`src/hw/rtl/fcl_pkg.sv`:
```
`default_nettype none

package fcl_pkg;

    // sizes of the stores
    localparam int MAX_IN  = 64;
    localparam int MAX_OUT = 64;
    localparam int IN_AW   = $clog2(MAX_IN);
    localparam int OUT_AW  = $clog2(MAX_OUT);
    localparam int W_AW    = OUT_AW + IN_AW;
    localparam int W_DEPTH = MAX_OUT << IN_AW;

    // arithmetic
    localparam int DATA_W = 16;
    localparam int PROD_W = 2 * DATA_W;
    localparam int FRAC   = 12;
    localparam int ACC_W  = PROD_W + IN_AW + 2;
    localparam int DIM_W  = 7;
    localparam int ROW_W  = 16;

    // item actions
    localparam logic [1:0] ACT_WEIGHT = 2'd0;
    localparam logic [1:0] ACT_BIAS   = 2'd1;
    localparam logic [1:0] ACT_ELEM   = 2'd2;

    // register indexes
    localparam logic [1:0] REG_IN_DIM    = 2'd0;
    localparam logic [1:0] REG_OUT_DIM   = 2'd1;
    localparam logic [1:0] REG_BIAS_EN   = 2'd2;
    localparam logic [1:0] REG_ROW_COUNT = 2'd3;

    typedef struct packed {
        logic [1:0]         action;
        logic [5:0]         out_channel;
        logic [5:0]         column;
        logic signed [15:0] value;
    } t_in_item;

    typedef struct packed {
        logic signed [15:0] result;
        logic [5:0]         channel;
        logic               last;
        logic               final_row;
        logic               saturated;
    } t_out_item;

    typedef struct packed {
        logic init;
        logic bias_en;
        logic take;
    } t_mac_ctl;

    typedef struct packed {
        logic signed [DATA_W-1:0] result;
        logic                     saturated;
    } t_mac_res;

    typedef enum logic [1:0] {
        ST_IDLE,
        ST_LOAD,
        ST_MAC,
        ST_DRAIN
    } t_state;

endpackage

`default_nettype wire

```
`src/hw/rtl/fcl_mac.sv`:
```
`default_nettype none

module fcl_mac
    import fcl_pkg::*;
(
    input  wire logic                     i_clk,
    input  wire logic                     i_rst_n,
    input  wire t_mac_ctl                 i_ctl,
    input  wire logic signed [DATA_W-1:0] i_bias,
    input  wire logic signed [DATA_W-1:0] i_w,
    input  wire logic signed [DATA_W-1:0] i_x,
    output t_mac_res                      o_res,
    output logic                          o_pending
);

    localparam int SH_W = ACC_W - FRAC;

    logic                     r_prod_valid;
    logic signed [PROD_W-1:0] r_prod;
    logic signed [ACC_W-1:0]  r_acc;
    logic signed [SH_W-1:0]   shifted;
    logic                     ovf;

    // product stage
    always_ff @(posedge i_clk) begin
        if (!i_rst_n) begin
            r_prod_valid <= 1'b0;
        end else begin
            r_prod_valid <= i_ctl.take;
        end
    end

    always_ff @(posedge i_clk) begin
        r_prod <= i_w * i_x;
    end

    // accumulate stage, bias preloaded shifted up to the q.24 product scale
    always_ff @(posedge i_clk) begin
        if (i_ctl.init) begin
            if (i_ctl.bias_en) begin
                r_acc <= ACC_W'(i_bias) <<< FRAC;
            end else begin
                r_acc <= '0;
            end
        end else if (r_prod_valid) begin
            r_acc <= r_acc + ACC_W'(r_prod);
        end
    end

    // floor shift and clip to 16 bits
    always_comb begin
        shifted = r_acc[ACC_W-1:FRAC];
        ovf     = (shifted[SH_W-1:DATA_W-1] != '0) && (shifted[SH_W-1:DATA_W-1] != '1);
        o_res.saturated = ovf;
        if (ovf) begin
            o_res.result = shifted[SH_W-1] ? {1'b1, {(DATA_W-1){1'b0}}}
                                           : {1'b0, {(DATA_W-1){1'b1}}};
        end else begin
            o_res.result = shifted[DATA_W-1:0];
        end
    end

    assign o_pending = r_prod_valid;

endmodule

`default_nettype wire

```
`config.mk`:
```
export PLATFORM = sky130hd
export DESIGN_NAME = fcl_mac
export DESIGN_NICKNAME = d
export VERILOG_FILES = /design/src/hw/rtl/fcl_pkg.sv /design/src/hw/rtl/fcl_mac.sv
export SDC_FILE = /design/constraint.sdc
export NUM_CORES = 1
export LEC_CHECK = 0
export ABC_AREA = 0
export BUFFER_PORTS_ARGS = -buffer_cell sky130_fd_sc_hd__buf_2
export CORE_ASPECT_RATIO = 1.25
export CORE_UTILIZATION = 45
export CTS_CLUSTER_SIZE = 24
export DETAILED_ROUTE_END_ITERATION = 6
export GPL_ROUTABILITY_DRIVEN = 0
export PLACE_DENSITY_LB_ADDON = 0.05
export SLEW_MARGIN = 20
export SYNTH_ARGS = -nofsm -noshare
export SYNTH_HDL_FRONTEND = slang
export SYNTH_SLANG_ARGS = --single-unit
```
`constraint.sdc`:
```
create_clock -name i_clk -period 5.4 [get_ports i_clk]
set_input_delay 0.27 -clock i_clk [delete_from_list [all_inputs] [get_ports i_clk]]
set_output_delay 0.27 -clock i_clk [all_outputs]
set_load 0.02 [all_outputs]
```
==> results.toml <==
[floorplan]
initial_core_util_pct = 45.77
dieArea_um2 = 32240
die_w_um = 160.8
core_area_um2 = 30990
die_y_um = 200.5
ioPinCount = 71
rows = 72

[yosys]
yosysSeqAreaShare_pct = 13.13
synth_ff_type = "edfxtp_1"
yosys.area.top_type_share_pct = 37.12
synthTopCellsByArea = "fa_1 (37%), ha_1 (11%), edfxtp_1 (8.5%)"
synth_area_per_cell_um2 = 9.276
synth_most_common_cell = "inv_1"
syn_area_um2 = 14180
async_reset_ff_share_pct = 0
synth_nets = 1966
synth_edf_count = 40
yosys_warnings = 0
ys_ff_latch = 73
ys_types = 55
ys_top_cells_by_count = "inv_1 (303), fa_1 (263), nand2_1 (160)"
syn_inst = 1529
synth_largest_area_cell = "fa_1"

[worst_hold_path]
hp-class = "in -> reg"
holdPathStages = 2
min_from = "i_ctl[0]"
hold_end = "o_pending"

[grt]
antenna_found_initial = 0
grt_usage_pct = 22.21
grt_overflow = 0
grt_pass1_wl_um = 56940
grt_pass1_vias = 11490
grt_max_degree = 45

[clocking]
cts_made_buffers = 9
hold_buffers = 0
cts_tree = "done"
cts.sinks = 73
clk_latency_ns = 0.34
cts.htree.levels = 3
clk_pin_slew_ns = 0.06
cts-root-buf = "clkbuf_16"
cts_buffer_depth = 2

[detailed_routing]
drc_errors = 0
dr.pass1.iters = 4
drt_iter0_markers = 373
detail-route-antenna-nets = 0
via_per_inst = 5.000
wirelength_um = 33600
num_vias = 10630
wl_per_cell_um = 15.81

[status]
violations = "negative setup slack"
outcome = "finished, violations left"

[sta]
setup_viol = 3
fin_crit_sh_pct = 101.7
min_period_ns = 5.490
slew_violations = 0
worst_pin_slew_ns = 1.008
final_hold_viol_count = 0
fin_skew_ns = 0.009312
layout_setup_ws_ns = -0.08951
fmax_mhz = 182.2
timing.slew.headroom_pct = 32.83
rsz0062_at_grt = "yes"
timing.hold.ws_ns = 0.1560

[critical_path]
crit_fanout = 8
reg2reg_from = "r_acc[0]"
ff2ff_path_depth = 13
r2r_slack_ns = 2.08
startpoint_type = "input pin"
crit_arrival_ns = 5.72
crit_path_end_kind = "flop"
required_ns = 5.63
r2r-end = "r_acc[36]"
path_class = "in -> reg"

[final_layout]
layout-drive-gt1-share_pct = 18.22
diodes = 0
areaGrowthSynthToFinish_pct = 18.60
nNetsFinal = 2150
fillers = 2902

[place]
dp_hpwl_um = 29450
io_buffers = 70

[flow_run]
cap_viol_max_count = 0
cells in the final DEF, fill, tap and decap left out, types with 42 or more instances in the layout:
master	instances
xnor2_1	42
buf_4	153
a21o_1	42
nor2_1	43
inv_1	294
a21oi_1	49
and2_1	121
buf_2	46
o21ai_0	63
nand2_1	157
fa_1	252
ha_1	109
critical path, stage by stage:
cell and delay, ns:
buf_6 0.12, nand2_2 0.07, fa_1 0.53, inv_1 0.08
fa_1 0.52, fa_1 0.59, fa_1 0.45, fa_1 0.51
inv_1 0.05, fa_1 0.52, inv_2 0.05, ha_4 0.21
a21o_1 0.15, a21o_1 0.15, a21o_1 0.18, a2bb2oi_2 0.15
o41ai_2 0.08, and3_1 0.17, a221o_1 0.36, a31oi_2 0.23
mux2i_1 0.21, nand3_1 0.07
state kept, by name, summed over array words and instances, names as in the netlist:
name and cells:
r_acc 40, o_pending 1, r_prod 32
per-layer routing:
metal	wire (um)	track usage [%]
met2	16810	39.86
met3	879	1.488
met4	914	7.109
met1	14990	28.41
met5	0	0
final cells by class:
type / instances / area [um2] / share of cell area (%)
clock buffers: 12 / 257.7 / 1.532
inverters: 303 / 1137 / 6.761
clock inverters: 4 / 50.05 / 0.2975
flip-flops and latches: 73 / 1862 / 11.07
multi-input cells: 1100 / 11250 / 66.87
repair buffers: 226 / 1757 / 10.44
well taps: 407 / 509.2 / 3.027
stage by stage:
stage          setup TNS (ns)  util [%]  instance area [um2]  worst slack [ns]  std cells
3_3_place_gp           -3.807     51.67                16010           -0.6291       2092
6_report              -0.1487     54.28                16820          -0.08951       2125
3_5_place_dp           -4.419     51.67                16010           -0.7172       2092
2_1_floorplan         -0.8801         -                14340           -0.3017       1529
4_1_cts               -0.3318     53.75                16660           -0.1580       2120
5_1_grt               -0.9363     54.28                16820           -0.3183       2125
cell families after synthesis:
kind of cell / count (synthesis) / share of synthesized area (%)
adders and majority gates: 384 / 47.79
and+or+nand+nor: 407 / 14.20
AOI/OAI and AO/OA: 234 / 10.77
xor gates and xnor gates: 72 / 4.446
DFF: 73 / 13.13
muxes: 3 / 0.2117
buffers and inverters: 356 / 9.448
repair_timing:
item | CTS | global route
endpoints found under the hold margin | 0 | 0
resized for setup | 77 | 28
pin swaps | 50 | 36
endpoints found under the setup margin | 6 | 10
gates cloned | 0 | 1
setup buffers | 12 | 6
worst max-delay path by stage:
| stage | from | endpoint | slack, ns | depth (start not counted) |
|---|---|---|---|---|
| 6_report | i_x[7] | r_prod[30] | -0.09 | 22 |
| 5_1_grt | i_x[7] | r_prod[30] | -0.32 | 22 |
| 4_1_cts | i_w[2] | r_prod[31] | -0.16 | 21 |
| 3_5_place_dp | i_x[1] | r_prod[31] | -0.72 | 20 |
| 3_3_place_gp | i_w[6] | r_prod[31] | -0.63 | 21 |
| 2_1_floorplan | i_x[4] | r_prod[30] | -0.30 | 23 |
Power is not shown: default switching activity piles up to over one toggle a cycle in this logic, so the estimate is an artifact.
